===== src/hw/rtl/sbrfc_pkg.sv =====
// ---------------------------------------------------------------------------
// sbrfc_pkg
// Types, codes and constants shared by the servo reply frame checker.
// ---------------------------------------------------------------------------
package sbrfc_pkg;

   localparam int RX_STORE_BYTES_DEF = 16;
   localparam int FRAME_STORE_BYTES  = 10;   // highest byte ever checked is 9
   localparam int STORE_IDX_W        = $clog2(FRAME_STORE_BYTES);

   localparam logic [7:0] HEADER_RESET = 8'h55;

   localparam logic [2:0] LEN_ONE_BYTE  = 3'd4;
   localparam logic [2:0] LEN_ONE_WORD  = 3'd5;
   localparam logic [2:0] LEN_TWO_WORDS = 3'd7;
   localparam logic [3:0] MIN_FRAME_BYTES = 4'd5;

   localparam logic [2:0] STATUS_OK        = 3'd0;
   localparam logic [2:0] STATUS_HEADER    = 3'd1;
   localparam logic [2:0] STATUS_ID        = 3'd2;
   localparam logic [2:0] STATUS_LENGTH    = 3'd3;
   localparam logic [2:0] STATUS_COMMAND   = 3'd4;
   localparam logic [2:0] STATUS_CHECKSUM  = 3'd5;
   localparam logic [2:0] STATUS_TRUNCATED = 3'd6;

   localparam int          CSR_ADDR_W = 3;
   localparam int          CSR_DATA_W = 32;
   localparam logic        CSR_IDX_HEADER = 1'b0;

   typedef struct packed {
      logic [7:0] rx_byte;
      logic       end_of_frame;
      logic [7:0] expected_id;
      logic       check_id;
      logic [7:0] expected_cmd;
      logic [2:0] expected_len;
   } item_type;

   typedef struct packed {
      logic [2:0]         status;
      logic signed [15:0] value_first;
      logic signed [15:0] value_second;
   } result_type;

endpackage


===== src/hw/rtl/sbrfc_core.sv =====
// ---------------------------------------------------------------------------
// sbrfc_core
// Input register, frame byte store, running sum and end-of-frame checks.
// ---------------------------------------------------------------------------
module sbrfc_core #(
   parameter int RX_STORE_BYTES = sbrfc_pkg::RX_STORE_BYTES_DEF
) (
   input  logic                   clock,
   input  logic                   reset,
   input  logic [7:0]             header_byte,
   input  logic                   in_valid,
   output logic                   in_ready,
   input  sbrfc_pkg::item_type    in_item,
   output logic                   out_valid,
   input  logic                   out_ready,
   output sbrfc_pkg::result_type  out_result
);
   import sbrfc_pkg::*;

   localparam int POS_W = $clog2(RX_STORE_BYTES + 1);

   item_type   item_ff;
   logic       item_vld_ff, item_vld_in;
   logic [POS_W-1:0] pos_ff, pos_in, pos_next;
   logic [7:0] sum_ff, sum_in, sum_next;
   logic [7:0] store_ff [FRAME_STORE_BYTES];
   logic [7:0] view     [FRAME_STORE_BYTES];
   result_type res_ff, res_in, res_calc;
   logic       res_vld_ff, res_vld_in;

   logic       advance, can_store, in_sum;
   logic [POS_W-1:0] elen_p1;
   logic [3:0] need;
   logic [3:0] chk_idx;
   logic [7:0] chk_byte;
   logic [7:0] b5, b6, b7, b8;

   // an item with no result never waits on the output side
   assign advance  = item_vld_ff && (!item_ff.end_of_frame || !res_vld_ff || out_ready);
   assign in_ready = !item_vld_ff || advance;

   assign can_store = pos_ff < POS_W'(RX_STORE_BYTES);
   assign pos_next  = can_store ? pos_ff + POS_W'(1) : pos_ff;
   assign elen_p1   = POS_W'(item_ff.expected_len) + POS_W'(1);
   assign in_sum    = can_store && (pos_ff >= POS_W'(2)) && (pos_ff <= elen_p1);
   assign sum_next  = in_sum ? sum_ff + item_ff.rx_byte : sum_ff;

   // store as it will look once this byte is written
   always_comb begin
      for (int k = 0; k < FRAME_STORE_BYTES; k++) begin
         view[k] = (can_store && pos_ff == POS_W'(k)) ? item_ff.rx_byte : store_ff[k];
      end
   end

   assign need = (item_ff.expected_len >= 3'd3) ? 4'(item_ff.expected_len) + 4'd3
                                                 : MIN_FRAME_BYTES;
   assign chk_idx  = 4'(item_ff.expected_len) + 4'd2;
   assign chk_byte = view[chk_idx];

   // drop stale bytes of an earlier frame
   assign b5 = (pos_next > POS_W'(5)) ? view[5] : 8'h00;
   assign b6 = (pos_next > POS_W'(6)) ? view[6] : 8'h00;
   assign b7 = (pos_next > POS_W'(7)) ? view[7] : 8'h00;
   assign b8 = (pos_next > POS_W'(8)) ? view[8] : 8'h00;

   always_comb begin
      res_calc = '0;
      if (pos_next < POS_W'(need)) begin
         res_calc.status = STATUS_TRUNCATED;
      end else if (view[0] != header_byte || view[1] != header_byte) begin
         res_calc.status = STATUS_HEADER;
      end else if (item_ff.check_id && view[2] != item_ff.expected_id) begin
         res_calc.status = STATUS_ID;
      end else if (view[3] != {5'd0, item_ff.expected_len}) begin
         res_calc.status = STATUS_LENGTH;
      end else if (view[4] != item_ff.expected_cmd) begin
         res_calc.status = STATUS_COMMAND;
      end else if (~sum_next != chk_byte) begin
         res_calc.status = STATUS_CHECKSUM;
      end else begin
         res_calc.status = STATUS_OK;
         if (item_ff.expected_len == LEN_TWO_WORDS) begin
            res_calc.value_first  = {b6, b5};
            res_calc.value_second = {b8, b7};
         end else if (item_ff.expected_len >= LEN_ONE_WORD) begin
            res_calc.value_first  = {b6, b5};
         end else begin
            res_calc.value_first  = {8'h00, b5};
         end
      end
   end

   always_comb begin
      item_vld_in = item_vld_ff;
      if (in_ready) begin
         item_vld_in = in_valid;
      end
      pos_in = pos_ff;
      sum_in = sum_ff;
      if (advance) begin
         pos_in = item_ff.end_of_frame ? '0 : pos_next;
         sum_in = item_ff.end_of_frame ? 8'h00 : sum_next;
      end
      res_vld_in = res_vld_ff && !out_ready;
      res_in     = res_ff;
      if (advance && item_ff.end_of_frame) begin
         res_vld_in = 1'b1;
         res_in     = res_calc;
      end
   end

   always_ff @(posedge clock) begin
      if (reset) begin
         item_vld_ff <= 1'b0;
         pos_ff      <= '0;
         sum_ff      <= 8'h00;
         res_vld_ff  <= 1'b0;
      end else begin
         item_vld_ff <= item_vld_in;
         pos_ff      <= pos_in;
         sum_ff      <= sum_in;
         res_vld_ff  <= res_vld_in;
      end
   end

   always_ff @(posedge clock) begin
      if (in_ready) begin
         item_ff <= in_item;
      end
      res_ff <= res_in;
      if (advance) begin
         for (int k = 0; k < FRAME_STORE_BYTES; k++) begin
            store_ff[k] <= view[k];
         end
      end
   end

   assign out_valid  = res_vld_ff;
   assign out_result = res_ff;

endmodule


===== config.mk =====
export PLATFORM = sky130hd
export DESIGN_NAME = sbrfc_core
export DESIGN_NICKNAME = d
export VERILOG_FILES = /design/src/hw/rtl/sbrfc_pkg.sv /design/src/hw/rtl/sbrfc_core.sv
export SDC_FILE = /design/constraint.sdc
export NUM_CORES = 1
export LEC_CHECK = 0
export BUFFER_PORTS_ARGS = -buffer_cell sky130_fd_sc_hd__buf_2
export CORE_ASPECT_RATIO = 0.7
export CORE_MARGIN = 2
export CORE_UTILIZATION = 45
export DETAILED_ROUTE_END_ITERATION = 12
export PLACE_DENSITY = 0.64
export REMOVE_ABC_BUFFERS = 1
export SETUP_SLACK_MARGIN = 0.4
export SYNTH_ARGS = -nofsm -noshare
export SYNTH_HDL_FRONTEND = slang
export SYNTH_SLANG_ARGS = --single-unit
export TNS_END_PERCENT = 100

===== constraint.sdc =====
create_clock -name clock -period 3.9 [get_ports clock]
set_clock_uncertainty 0.2 [all_clocks]
set_input_delay 0.39 -clock clock [delete_from_list [all_inputs] [get_ports clock]]
set_output_delay 0.39 -clock clock [all_outputs]
set_load 0.01 [all_outputs]

## After elaboration in Yosys (flattened, before gate mapping)

Memory sizes are Yosys's and may differ from the RTL's.
Index checks and enable logic that the tools add are counted.

| word-level totals | value |
|---|---|
| bits in registers | 79 |
| latch bits | 0 |
| RAM bits | 80 |
| memory bits (read-only) | 0 |
| memories kept | 1 |

Memories:

| memory | words | bits a word | read ports | clocked after memory_dff | wr ports | line | text |
|---|---|---|---|---|---|---|---|
| store_ff | 10 | 8 | 10 | 0 | 10 | sbrfc_core.sv:26 | `logic [7:0] store_ff [FRAME_STORE_BYTES];` |

| cells by class | value |
|---|---|
| $add $sub $neg | 5 |
| $mul | 0 |
| divide/modulo/power cells | 0 |
| $lt $le $gt $ge | 11 |
| eq/ne operators | 16 |
| shift operators | 0 |
| muxes and demuxes | 30 |
| bitwise logic cells | 5 |
| reductions and logical operators | 28 |

Operators with widths:

| operator | number |
|---|---|
| 8-bit 2-to-1 mux | 16 |
| 8-bit != test | 5 |
| 8-bit binary-select mux with 4-bit select | 1 |
| 16-bit 2-to-1 mux | 2 |
| 5-bit by 3-bit == test with 1-bit output (second input constant) | 4 |
| 1-bit logical AND | 16 |
| 8-bit OR reduction | 2 |
| 5-bit by 3-bit greater-than comparator with 1-bit output (second input constant) | 3 |
| 3-bit 2-to-1 mux | 5 |
| 5-bit by 2-bit == test with 1-bit output (second input constant) | 2 |
| 5-bit by 4-bit == test with 1-bit output (second input constant) | 2 |
| 5-bit 2-to-1 mux | 2 |
| 3-bit by 2-bit adder with 4-bit output (second input constant) | 2 |
| 8-bit adder | 1 |
| 8-bit by 3-bit != test with 1-bit output | 1 |
| 8-bit inverter | 1 |
| 6-bit OR reduction | 1 |
| 5-bit by 1-bit adder with 5-bit output (second input constant) | 1 |
| 5-bit by 1-bit == test with 1-bit output (second input constant) | 1 |
| 5-bit by 2-bit greater-or-equal comparator with 1-bit output (second input constant) | 1 |
| 5-bit greater-or-equal comparator (second input constant) | 1 |
| 5-bit by 4-bit greater-than comparator with 1-bit output (second input constant) | 1 |
| 5-bit by 4-bit less-or-equal comparator with 1-bit output | 1 |
| 5-bit zero test | 1 |
| 12 further kinds | 22 |

## Depth between registers and ports, before layout

Gate-level depths: netlist (run 1).

| logic depth | value |
|---|---|
| depth in word-level cells | 12 |
| mapped depth | 16 |
| gate-level depth less buffers | 13 |

## Worst setup path before layout (run 1)

No wires, ideal clock.

| timing path | value |
|---|---|
| path type | flip-flop to flip-flop |
| start | reg item_ff[0] (netlist name) |
| end | reg res_ff, in the netlist out_result[10], data pin |
| library setup time | 160 ps |
| data arrival time | 3,705 ps |
| data required time | 3,540 ps |
| path slack | -165 ps |
| cell stages (with the launch flop) | 17 |
| period minus slack after synthesis | 4,065 ps |
| cells stage by stage | edfxtp_1 > clkbuf_1 > clkinv_1 > clkbuf_1 > ha_1 > inv_1 > ha_1 > nor2b_1 > a2111oi_0 > o21ai_1 > mux2i_1 > or3_1 > nand4_1 > nor4_4 > nand4_4 > buf_6 > nor3b_1 |

| between the ends | value |
|---|---|
| cells in the longest elaborated chain, start to end | 7 |

RTL lines:

| what | line | text |
|---|---|---|
| start, declared | sbrfc_core.sv:22 | `item_type item_ff;` |
| start signal, assigned | sbrfc_core.sv:128 | `item_ff <= in_item;` |
| 3-bit by 2-bit adder with 4-bit output / 3-bit by 1-bit adder with 4-bit output (equally long branches) | sbrfc_core.sv:57, sbrfc_core.sv:44 |  |
| 4-bit inverter with 5-bit output (not written as such) / 5-bit by 4-bit less-or-equal comparator with 1-bit output (equally long branches) | sbrfc_core.sv:58, sbrfc_core.sv:45 |  |
| 8-bit binary-select mux with 4-bit select / 1-bit logical AND (equally long branches) | sbrfc_core.sv:58, sbrfc_core.sv:45 |  |
| 8-bit 2-to-1 mux, on equally long branches | sbrfc_core.sv:58, sbrfc_core.sv:46 |  |
| 8-bit 2-to-1 mux (not written as such) / 8-bit inverter (equally long branches) | sbrfc_core.sv:58, sbrfc_core.sv:78 |  |
| 8-bit != test | sbrfc_core.sv:78 | `end else if (~sum_next != chk_byte) begin` |
| 8-bit OR reduction (no line) (*) | n/a |  |
| end signal, assigned | sbrfc_core.sv:130 | `res_ff <= res_in;` |
| end, declared | sbrfc_core.sv:28 | `result_type res_ff, res_in, res_calc;` |

Mark *: on every way between the ends. The rest lies on a longest branch, timed or not. The select of a mux whose other input is x is not followed.
A chain may end at the register's enable or synchronous reset.

==> results.py, run 1 <==
metrics = {
    "status": {
        "status": "completed",
    },
    "floorplanning": {
        "rows": 42,
        "die_area_um2": 20500,
        "core_area_um2": 18900,
        "die_y_um": 120,
        "start_util_pct": 45.9,
        "ios": 78,
        "die_w_um": 170,
    },
    "global_routing": {
        "grt_pass1_vias": 7096,
        "gr-total-overflow": 0,
        "grt_pass1_wl_um": 39900,
        "grt_max_degree": 54,
        "grt_usage_pct": 26.1,
        "grt_antenna_before_repair": 0,
    },
    "cells_and_area": {
        "layout.cells.non_filler": 1195,
        "areaGrowthSynthToFinish_pct": 35.6,
        "antenna_cells": 0,
        "num-nets-final": 1008,
        "drive_gt1_share_pct": 42.4,
    },
    "setup_path": {
        "arrival_ps": 3760,
        "path_class": "register to register",
        "cp_max_fo": 6,
        "crit_path_end_kind": "register",
        "r2r_slack_ps": 230,
        "r2r_start": "pos_ff[1]",
        "cp-start-kind": "register",
        "regToRegEndpoint": "out_result[14]",
        "reg2reg_depth": 16,
        "worstPathRequired_ps": 3990,
    },
    "clocking": {
        "cts_made_buffers": 17,
        "insertion_delay_ps": 440,
        "h-tree-depth": 4,
        "cts_tree": "yes",
        "ctsLongestPathBuffers": 2,
        "root_buffer": "clkbuf_16",
        "clk_pin_slew_worst_paths_ps": 70,
        "cts.sinks": 159,
    },
    "timing": {
        "tightest_slew_ps": 981,
        "timing.final.crit_share_pct": 94.2,
        "max_slew_margin_pct": 34.1,
        "setup_tns_ps": 0,
        "rsz0062_at_grt": "true",
        "finalMaxSlewViolations": 0,
        "min_period_ps": 3670,
        "report.final.hold_viol_count": 0,
        "fmax_mhz": 272,
        "setup_viol": 0,
        "timing.hold.ws_ps": 122,
    },
    "synth": {
        "ys_warn_count": 0,
        "async_flop_share_pct": 0,
        "seq_area_frac_synth_pct": 53.2,
        "netlist.area_leader.share_pct": 49.8,
        "synth_top_cell_by_area": "edfxtp_1",
        "synth_common_cells": "edfxtp_1 (144), mux2_2 (56), nor2_1 (42)",
        "ys_ff_latch": 159,
        "synth_most_common_cell": "edfxtp_1",
        "synth.distinct_cells": 75,
        "syn_inst": 715,
        "synth_flop_cell": "edfxtp_1",
        "synth_area_um2": 8690,
        "avgSynthCellArea_um2": 12.2,
        "synth_edf_count": 144,
        "synthTopCellsByArea": "edfxtp_1 (50%), mux2_2 (7.3%), mux2i_1 (4.0%), ha_1 (3.7%), dfxtp_1 (3.5%)",
    },
    "power": {
        "seq_power_share_pct": 46.8,
        "power_density_nw_per_um2": 355,
        "power_frac_comb_pct": 12.7,
        "switching_share_pct": 25.4,
        "intPower_mw": 3.12,
        "total_power_mw": 4.18,
        "p_leak_nw": 4.58,
        "clkPwrFrac_pct": 40.4,
        "p_sw_mw": 1.06,
        "ir_worst_vdd_uv": 298,
    },
    "placement": {
        "portBuffers": 77,
        "place.gp.congestion": 0.981,
        "place_inst": 1106,
        "dp_hpwl_um": 17800,
    },
    "drt": {
        "vias": 7053,
        "first_pass_iters": 6,
        "drc_errors": 0,
        "wl_um": 26000,
        "avgViaCountPerCell": 5.90,
        "drtIter0Drc": 704,
        "ant_nets": 0,
        "routedWlPerCell_um": 21.7,
    },
    "worst_hold_path": {
        "hold_path.class": "input pin to register",
        "hp-start": "out_ready",
        "holdPathStages": 4,
        "holdPathEnd": "out_valid",
    },
    "job": {
        "drv_cap": 0,
    },
}
==> cell usage in the layout (no fill, tap or decap), types with 7 or more instances in the layout <==
| cell | count |
|---|---|
| ha_4 | 8 |
| edfxtp_1 | 144 |
| o21ai_1 | 7 |
| and3_1 | 9 |
| nand4_1 | 8 |
| dlygate4sd3_1 | 30 |
| xor2_1 | 12 |
| nor3b_2 | 8 |
| ha_1 | 15 |
| dfxtp_1 | 10 |
| a22oi_1 | 7 |
| mux2_4 | 7 |
| nand3_1 | 11 |
| nand2_1 | 27 |
| mux2_2 | 49 |
| nor2_1 | 38 |
| buf_4 | 123 |
| o21ai_0 | 18 |
| nor3_2 | 17 |
| nor2b_1 | 16 |
| a21oi_1 | 16 |
| xnor2_1 | 19 |
| buf_6 | 8 |
| mux2i_1 | 25 |
| nor3_1 | 14 |
| buf_2 | 77 |
| clkbuf_16 | 17 |
| inv_1 | 34 |
==> cell families after synthesis <==
family | synth area share [%]
and+or+nand+nor | 13.9
DFF | 53.2
AOI/OAI and AO/OA | 9.23
muxes | 12.2
buffers and inverters | 3.86
xor gates and xnor gates | 3.59
adders and majority gates | 3.97
==> critical path, cell delays in order, from the launching register on <==
cell and delay [ps]:
dfxtp_4 370, inv_4 80, ha_4 130, nor4bb_4 270, buf_4 170, buf_4 120
mux2_4 300, mux4_2 530, nor2_4 150, a31oi_4 60, xor2_2 210, nor4_4 220
buf_4 170, nand4_4 110, buf_12 170, buf_16 130, nor3_2 130
==> final cells by class <==
class / count / area [um^2]
Clock buffer: 18 / 429
Clock inverter: 14 / 156
Fill cell: 1491 / 7140
Inverter: 42 / 171
Multi-Input combinational cell: 476 / 4260
Sequential cell: 159 / 4640
Tap cell: 242 / 303
Timing Repair Buffer: 244 / 1820
==> flip-flops by register name, summed over array words and instances, names as in the netlist <==
signal / count
item_ff: 29
item_vld_ff: 1
out_result: 35
out_valid: 1
pos_ff: 5
store_ff: 80
sum_ff: 8
==> metal layers <==
layer,share of wire [%],track usage [%],up-vias
li1,-,-,3155
met1,43,36.4,3492
met2,46,40.5,359
met3,8.7,6.25,47
met4,2.1,8.28,0
met5,0,0,-
==> power by group through the flow <==
stage	Combinational [mW]	Sequential, mW	Clock, mW
after floorplan	0.237	2.00	0
after global placement	0.424	2.00	0
after detailed placement	0.434	2.00	0
after CTS	0.512	1.96	1.71
after global routing	0.568	1.96	1.78
final	0.532	1.96	1.69
==> how the worst max path moves through the flow <==
| stage | from | end | cells after the start | slack, ps |
|---|---|---|---|---|
| floorplan | item_ff[0] | out_result[26] | 13 | -900 |
| global placement | item_ff[1] | out_result[7] | 17 | 20 |
| detailed placement | item_ff[1] | out_result[6] | 17 | -50 |
| CTS | item_ff[1] | out_result[14] | 16 | 280 |
| global route | pos_ff[1] | out_result[11] | 16 | 100 |
| finish | pos_ff[1] | out_result[14] | 16 | 230 |
==> what timing repair did <==
action                                  in CTS  in global routing
setup buffers                               20                  6
hold endpoints to repair                    30                  0
gates resized for setup                    109                 14
endpoints found under the setup margin      34                 34
hold buffers                                30                  0
gates cloned                                 1                  0
pin swaps                                   25                 12
==> per-stage QoR <==
step	util, %	worst slack [ps]	instance area [um^2]
floorplan	-	-896	8510
global placement	53.3	21.1	10100
detailed placement	53.3	-47.8	10100
CTS	61.6	277	11700
global route	62.3	97.8	11800
finish	62.3	227	11800
Note: power is estimated with default switching activity, not from simulation.
==> run 2: changes to the inputs <==
--- a/config.mk
+++ b/config.mk
@@ -9,7 +9,10 @@
 export CORE_ASPECT_RATIO = 0.7
 export CORE_MARGIN = 2
 export CORE_UTILIZATION = 45
+export CTS_BUF_LIST = sky130_fd_sc_hd__clkbuf_2
 export DETAILED_ROUTE_END_ITERATION = 12
+export GPL_ROUTABILITY_DRIVEN = 1
+export HOLD_SLACK_MARGIN = 0.05
 export PLACE_DENSITY = 0.64
 export REMOVE_ABC_BUFFERS = 1
 export SETUP_SLACK_MARGIN = 0.4
==> results.py, run 2 (same netlist as run 1, synthesis figures left out) <==
metrics = {
    "placement": {
        "place.gp.congestion": 0.981,
        "portBuffers": 77,
        "dp_hpwl_um": 17800,
        "dp_slack_ps": -47.8,
        "placed_cell_area_um2": 10100,
    },
    "setup_path": {
        "arrival_ps": 4180,
        "critPathMaxStageDelay_ps": 510,
        "crit_buf_inv": 5,
        "r2r_slack_ps": 140,
        "path_class": "register to register",
        "regToRegEndpoint": "out_result[32]",
        "path_cells": "clkinv_2 -> ha_4 -> inv_4 -> ha_4 -> nor2b_4 -> a2111oi_4 -> o21ai_1 -> buf_6 -> mux2i_4 -> or3_1 -> nand4_1 -> nor4_4 -> buf_4 -> buf_4 -> and2_4 -> o311ai_2",
        "cp_max_fo": 8,
        "startpoint": "item_ff[1]",
        "crit_slowest_cell": "edfxtp_1",
        "crit_path_end_kind": "register",
        "r2r_start": "item_ff[1]",
        "worstPathRequired_ps": 4320,
        "reg2reg_depth": 16,
        "worstSetupPathDepth": 16,
        "cp-endpoint": "out_result[32]",
        "crit_family": "simple AND/OR/NAND/NOR gates",
        "cp-start-kind": "register",
    },
    "cells_and_area": {
        "num-nets-final": 1028,
        "regMostFlops": "store_ff",
        "drive_gt1_share_pct": 45.1,
        "largest_reg_flops": 80,
        "final_common_cell": "edfxtp_1",
        "areaGrowthSynthToFinish_pct": 36.8,
        "layout_common_cells": "edfxtp_1 (144), buf_4 (124), buf_2 (77)",
        "finalInstanceArea_um2": 11900,
    },
    "power": {
        "p_leak_nw": 4.63,
        "total_power_mw": 3.51,
        "power_density_nw_per_um2": 296,
        "ir_worst_vdd_uv": 211,
    },
    "job": {
        "drv_cap": 0,
    },
    "clocking": {
        "cts_tree": "yes",
        "h-tree-depth": 4,
        "cts_made_buffers": 17,
        "root_buffer": "clkbuf_2",
        "clk_pin_slew_worst_paths_ps": 250,
        "insertion_delay_ps": 790,
        "ctsLongestPathBuffers": 2,
        "cts.sinks": 159,
    },
    "drt": {
        "drtIter0Drc": 613,
        "first_pass_iters": 5,
        "highest_layer": "met4",
        "wl_met3_um": 2360,
        "vias": 7041,
        "wl_met2_um": 11900,
        "ant_nets": 0,
        "routedWlPerCell_um": 21.5,
        "avgViaCountPerCell": 5.79,
        "wl_um": 26200,
        "drc_errors": 0,
        "met1_length_um": 11300,
    },
    "timing": {
        "timing.final.crit_share_pct": 96.5,
        "min_period_ps": 3760,
        "fmax_mhz": 266,
        "rsz0062_at_grt": "true",
        "setup_ws_ps": 135,
        "report.final.hold_viol_count": 0,
        "setup_viol": 0,
        "setup_tns_ps": 0,
        "finalMaxSlewViolations": 0,
        "max_slew_margin_pct": 31.7,
        "tightest_slew_ps": 1020,
    },
    "global_routing": {
        "grt_pass1_vias": 7103,
        "grt_max_degree": 54,
        "grt_pass1_wl_um": 39800,
        "gr-total-overflow": 0,
        "grt_usage_pct": 26.1,
        "grt_antenna_before_repair": 0,
    },
    "worst_hold_path": {
        "hold_path.class": "input pin to register",
    },
    "floorplanning": {
        "die_y_um": 120,
        "core_area_um2": 18900,
        "start_util_pct": 45.9,
        "ios": 78,
        "rows": 42,
        "die_w_um": 170,
        "die_area_um2": 20500,
    },
    "status": {
        "status": "completed",
    },
}
==> run 2: layout make-up <==
| class | instances | area, um^2 |
|---|---|---|
| fillers | 1488 | 7030 |
| flip-flops and latches | 159 | 4640 |
| multi-input cells | 476 | 4500 |
| repair buffers | 264 | 2030 |
| well taps | 242 | 303 |
| inverters | 42 | 171 |
| clock inverters | 14 | 156 |
| clock buffers | 18 | 90.1 |
| diodes | 1 | 2.50 |
==> run 2: report_power, final <==
part / leakage [nW] / total (mW) / switching (mW) / internal [mW]
Combinational: 2.94 / 0.585 / 0.309 / 0.275
Sequential: 1.54 / 1.96 / 0.0381 / 1.92
Clock: 0.151 / 0.972 / 0.659 / 0.313
Total: 4.63 / 3.51 / 1.01 / 2.51
==> run 2: per-stage QoR <==
| stage | util [%] | instances | hold WS (ps) |
|---|---|---|---|
| after floorplan | - | 677 | 259 |
| after global placement | 53.3 | 1106 | 306 |
| after detailed placement | 53.3 | 1106 | 328 |
| after CTS | 61.4 | 1205 | 50.1 |
| after global routing | 62.8 | 1215 | 43.5 |
| final | 62.8 | 1216 | 94.8 |
==> run 2: per-layer routing <==
| metal | global-route usage [%] | vias to the layer above |
|---|---|---|
| li1 | - | 3189 |
| met1 | 36.0 | 3473 |
| met2 | 40.4 | 331 |
| met3 | 7.10 | 48 |
| met4 | 7.75 | 0 |
| met5 | 0 | - |
==> run 2: worst min path at each step <==
stage | from | to | cells past startpoint
finish | in_item[16] | item_ff[16] | 2
global route | in_item[27] | item_ff[27] | 2
CTS | in_item[24] | item_ff[24] | 2
detailed placement | sum_ff[6] | sum_ff[6] | 2
global placement | sum_ff[6] | sum_ff[6] | 2
floorplan | reset | item_vld_ff | 1
==> run 2: what timing repair did <==
action | CTS | global route
endpoints found under the setup margin | 34 | 34
buffers inserted | 27 | 7
pin swaps | 29 | 16
cloned | 1 | 0
hold buffers | 39 | 3
gates resized for setup | 141 | 41
hold endpoints to repair | 45 | 3
==> run 3: changes to the inputs <==
--- a/config.mk
+++ b/config.mk
@@ -5,15 +5,16 @@
 export SDC_FILE = /design/constraint.sdc
 export NUM_CORES = 1
 export LEC_CHECK = 0
-export BUFFER_PORTS_ARGS = -buffer_cell sky130_fd_sc_hd__buf_2
 export CORE_ASPECT_RATIO = 0.7
 export CORE_MARGIN = 2
 export CORE_UTILIZATION = 45
 export CTS_BUF_LIST = sky130_fd_sc_hd__clkbuf_2
+export CTS_CLUSTER_SIZE = 10
 export DETAILED_ROUTE_END_ITERATION = 12
+export DONT_BUFFER_PORTS = 1
 export GPL_ROUTABILITY_DRIVEN = 1
 export HOLD_SLACK_MARGIN = 0.05
-export PLACE_DENSITY = 0.64
+export PLACE_DENSITY = 0.58
 export REMOVE_ABC_BUFFERS = 1
 export SETUP_SLACK_MARGIN = 0.4
 export SYNTH_ARGS = -nofsm -noshare
==> constraint.sdc (replaced) <==
create_clock -name clock -period 4.6 [get_ports clock]
set_clock_uncertainty 0.2 [all_clocks]
set_input_delay 0.46 -clock clock [delete_from_list [all_inputs] [get_ports clock]]
set_output_delay 0.46 -clock clock [all_outputs]
set_load 0.01 [all_outputs]
==> results.py, run 3 (same netlist as run 1, synthesis figures left out) <==
metrics = {
    "setup_path": {
        "path_cells": "inv_2 -> ha_2 -> nor4bb_2 -> buf_4 -> mux2_2 -> mux4_2 -> nand2_1 -> a32oi_1 -> xnor3_1 -> nor3_4 -> buf_12 -> nand3_4 -> nor3b_1",
        "path_class": "register to register",
        "r2r_slack_ps": 510,
        "arrival_ps": 4480,
        "crit_family": "simple AND/OR/NAND/NOR gates",
        "cp_max_fo": 10,
        "crit_slowest_cell": "mux4_2",
        "cp-start-kind": "register",
        "crit_buf_inv": 3,
        "crit_path_end_kind": "register",
        "critPathMaxStageDelay_ps": 510,
        "worstPathRequired_ps": 4990,
    },
    "clocking": {
        "root_buffer": "clkbuf_2",
        "insertion_delay_ps": 790,
        "clk_pin_slew_worst_paths_ps": 240,
        "cts_tree": "yes",
        "ctsLongestPathBuffers": 2,
        "cts.sinks": 159,
        "h-tree-depth": 4,
        "cts_made_buffers": 17,
    },
    "cells_and_area": {
        "finalInstanceArea_um2": 10100,
        "layout_common_cells": "edfxtp_1 (144), dlygate4sd3_1 (62), mux2_2 (56)",
        "final_util_pct": 53.4,
        "largest_reg_flops": 80,
        "multi_input_area_um2": 3830,
        "areaGrowthSynthToFinish_pct": 16.2,
        "regMostFlops": "store_ff",
        "num-nets-final": 862,
        "final_common_cell": "edfxtp_1",
        "fillers": 1674,
        "drive_gt1_share_pct": 21.2,
        "seq_area_um2": 4640,
    },
    "status": {
        "status": "completed",
    },
    "floorplanning": {
        "die_w_um": 170,
        "die_y_um": 120,
        "rows": 42,
        "start_util_pct": 45.9,
        "die_area_um2": 20500,
        "core_area_um2": 18900,
        "ios": 78,
    },
    "placement": {
        "dp_hpwl_um": 17300,
        "placed_cell_area_um2": 9050,
        "place.gp.congestion": 0.936,
        "portBuffers": 0,
    },
    "power": {
        "power_density_nw_per_um2": 285,
        "total_power_mw": 2.88,
        "ir_worst_vdd_uv": 218,
        "p_leak_nw": 3.66,
    },
    "timing": {
        "timing.final.crit_share_pct": 88.9,
        "setup_viol": 0,
        "finalMaxSlewViolations": 0,
        "rsz0062_at_grt": "false",
        "max_slew_margin_pct": 37.6,
        "tightest_slew_ps": 935,
        "report.final.hold_viol_count": 0,
        "min_period_ps": 4090,
        "timing.hold.ws_ps": 183,
        "fmax_mhz": 245,
    },
    "global_routing": {
        "gr-total-overflow": 0,
        "grt_max_degree": 41,
        "grt_pass1_wl_um": 37900,
        "grt_usage_pct": 25.4,
        "grt_antenna_before_repair": 1,
        "grt_pass1_vias": 6244,
    },
    "drt": {
        "vias": 6285,
        "routedWlPerCell_um": 24.0,
        "drtIter0Drc": 729,
        "ant_nets": 0,
        "drc_errors": 0,
        "avgViaCountPerCell": 5.99,
        "first_pass_iters": 5,
        "wl_um": 25200,
    },
    "job": {
        "drv_cap": 0,
    },
    "worst_hold_path": {
        "hold_path.class": "input pin to register",
    },
}
==> run 3: cell count changes in the layout (fill, tap and decap cells not counted), moves of 9 or more <==
cell | before | now
buf_2 | 77 | 0
buf_4 | 124 | 33
buf_6 | 15 | 0
dlygate4sd3_1 | 42 | 62
ha_1 | 13 | 24
ha_4 | 9 | 0
mux2_2 | 38 | 56
mux2_4 | 19 | 0
mux2i_1 | 23 | 34
nor3_1 | 11 | 31
nor3_2 | 16 | 0
==> run 3: cell type report <==
class	count	area share, %
Antenna cell	1	0.0248
Clock inverter	15	1.71
Clock buffer	17	0.842
Multi-Input combinational cell	477	38.0
Timing Repair Buffer	97	8.99
Tap cell	242	3.00
Inverter	42	1.56
Sequential cell	159	45.9
==> run 3: stage by stage <==
| stage | TNS (ps) | cells | worst slack (ps) |
|---|---|---|---|
| finish | 0 | 1050 | 510 |
| global route | 0 | 1050 | 399 |
| CTS | 0 | 1044 | 414 |
| detailed placement | 0 | 947 | 89.6 |
| global placement | 0 | 947 | 121 |
| floorplan | -4730 | 677 | -196 |
==> run 3: final timing paths <==
| check | cells past startpoint | to | from |
|---|---|---|---|
| max | 13 | out_result[31] | pos_ff[0] |
| min | 3 | item_vld_ff | in_valid |
| max reg2reg | 13 | out_result[31] | pos_ff[0] |
| min reg2reg | 2 | sum_ff[6] | sum_ff[6] |
==> run 3: power breakdown <==
group / leakage (nW) / switching [mW] / internal [mW]
clock: 0.150 / 0.570 / 0.267
combinational: 1.97 / 0.210 / 0.157
sequential: 1.54 / 0.0440 / 1.63
==> run 3: worst min-delay path, cell delays in order <==
cell and delay [ps]:
dlygate4sd3_1 550, inv_1 60, a21oi_1 50
==> run 3: per-layer routing <==
layer | global-route usage, % | wire [um] | share of wire (%)
met5 | 0 | 0 | 0
met1 | 36.3 | 11600 | 46
met4 | 7.96 | 544 | 2.2
met2 | 37.2 | 10900 | 43
met3 | 7.59 | 2090 | 8.3
==> run 3: timing repair <==
| action | in CTS | in global routing |
|---|---|---|
| setup buffers | 3 | 4 |
| pin swaps | 3 | 3 |
| cloned | 0 | 1 |
| hold buffers | 62 | 0 |
| hold endpoints to repair | 46 | 0 |
| gates resized for setup | 11 | 11 |
| endpoints found under the setup margin | 34 | 34 |
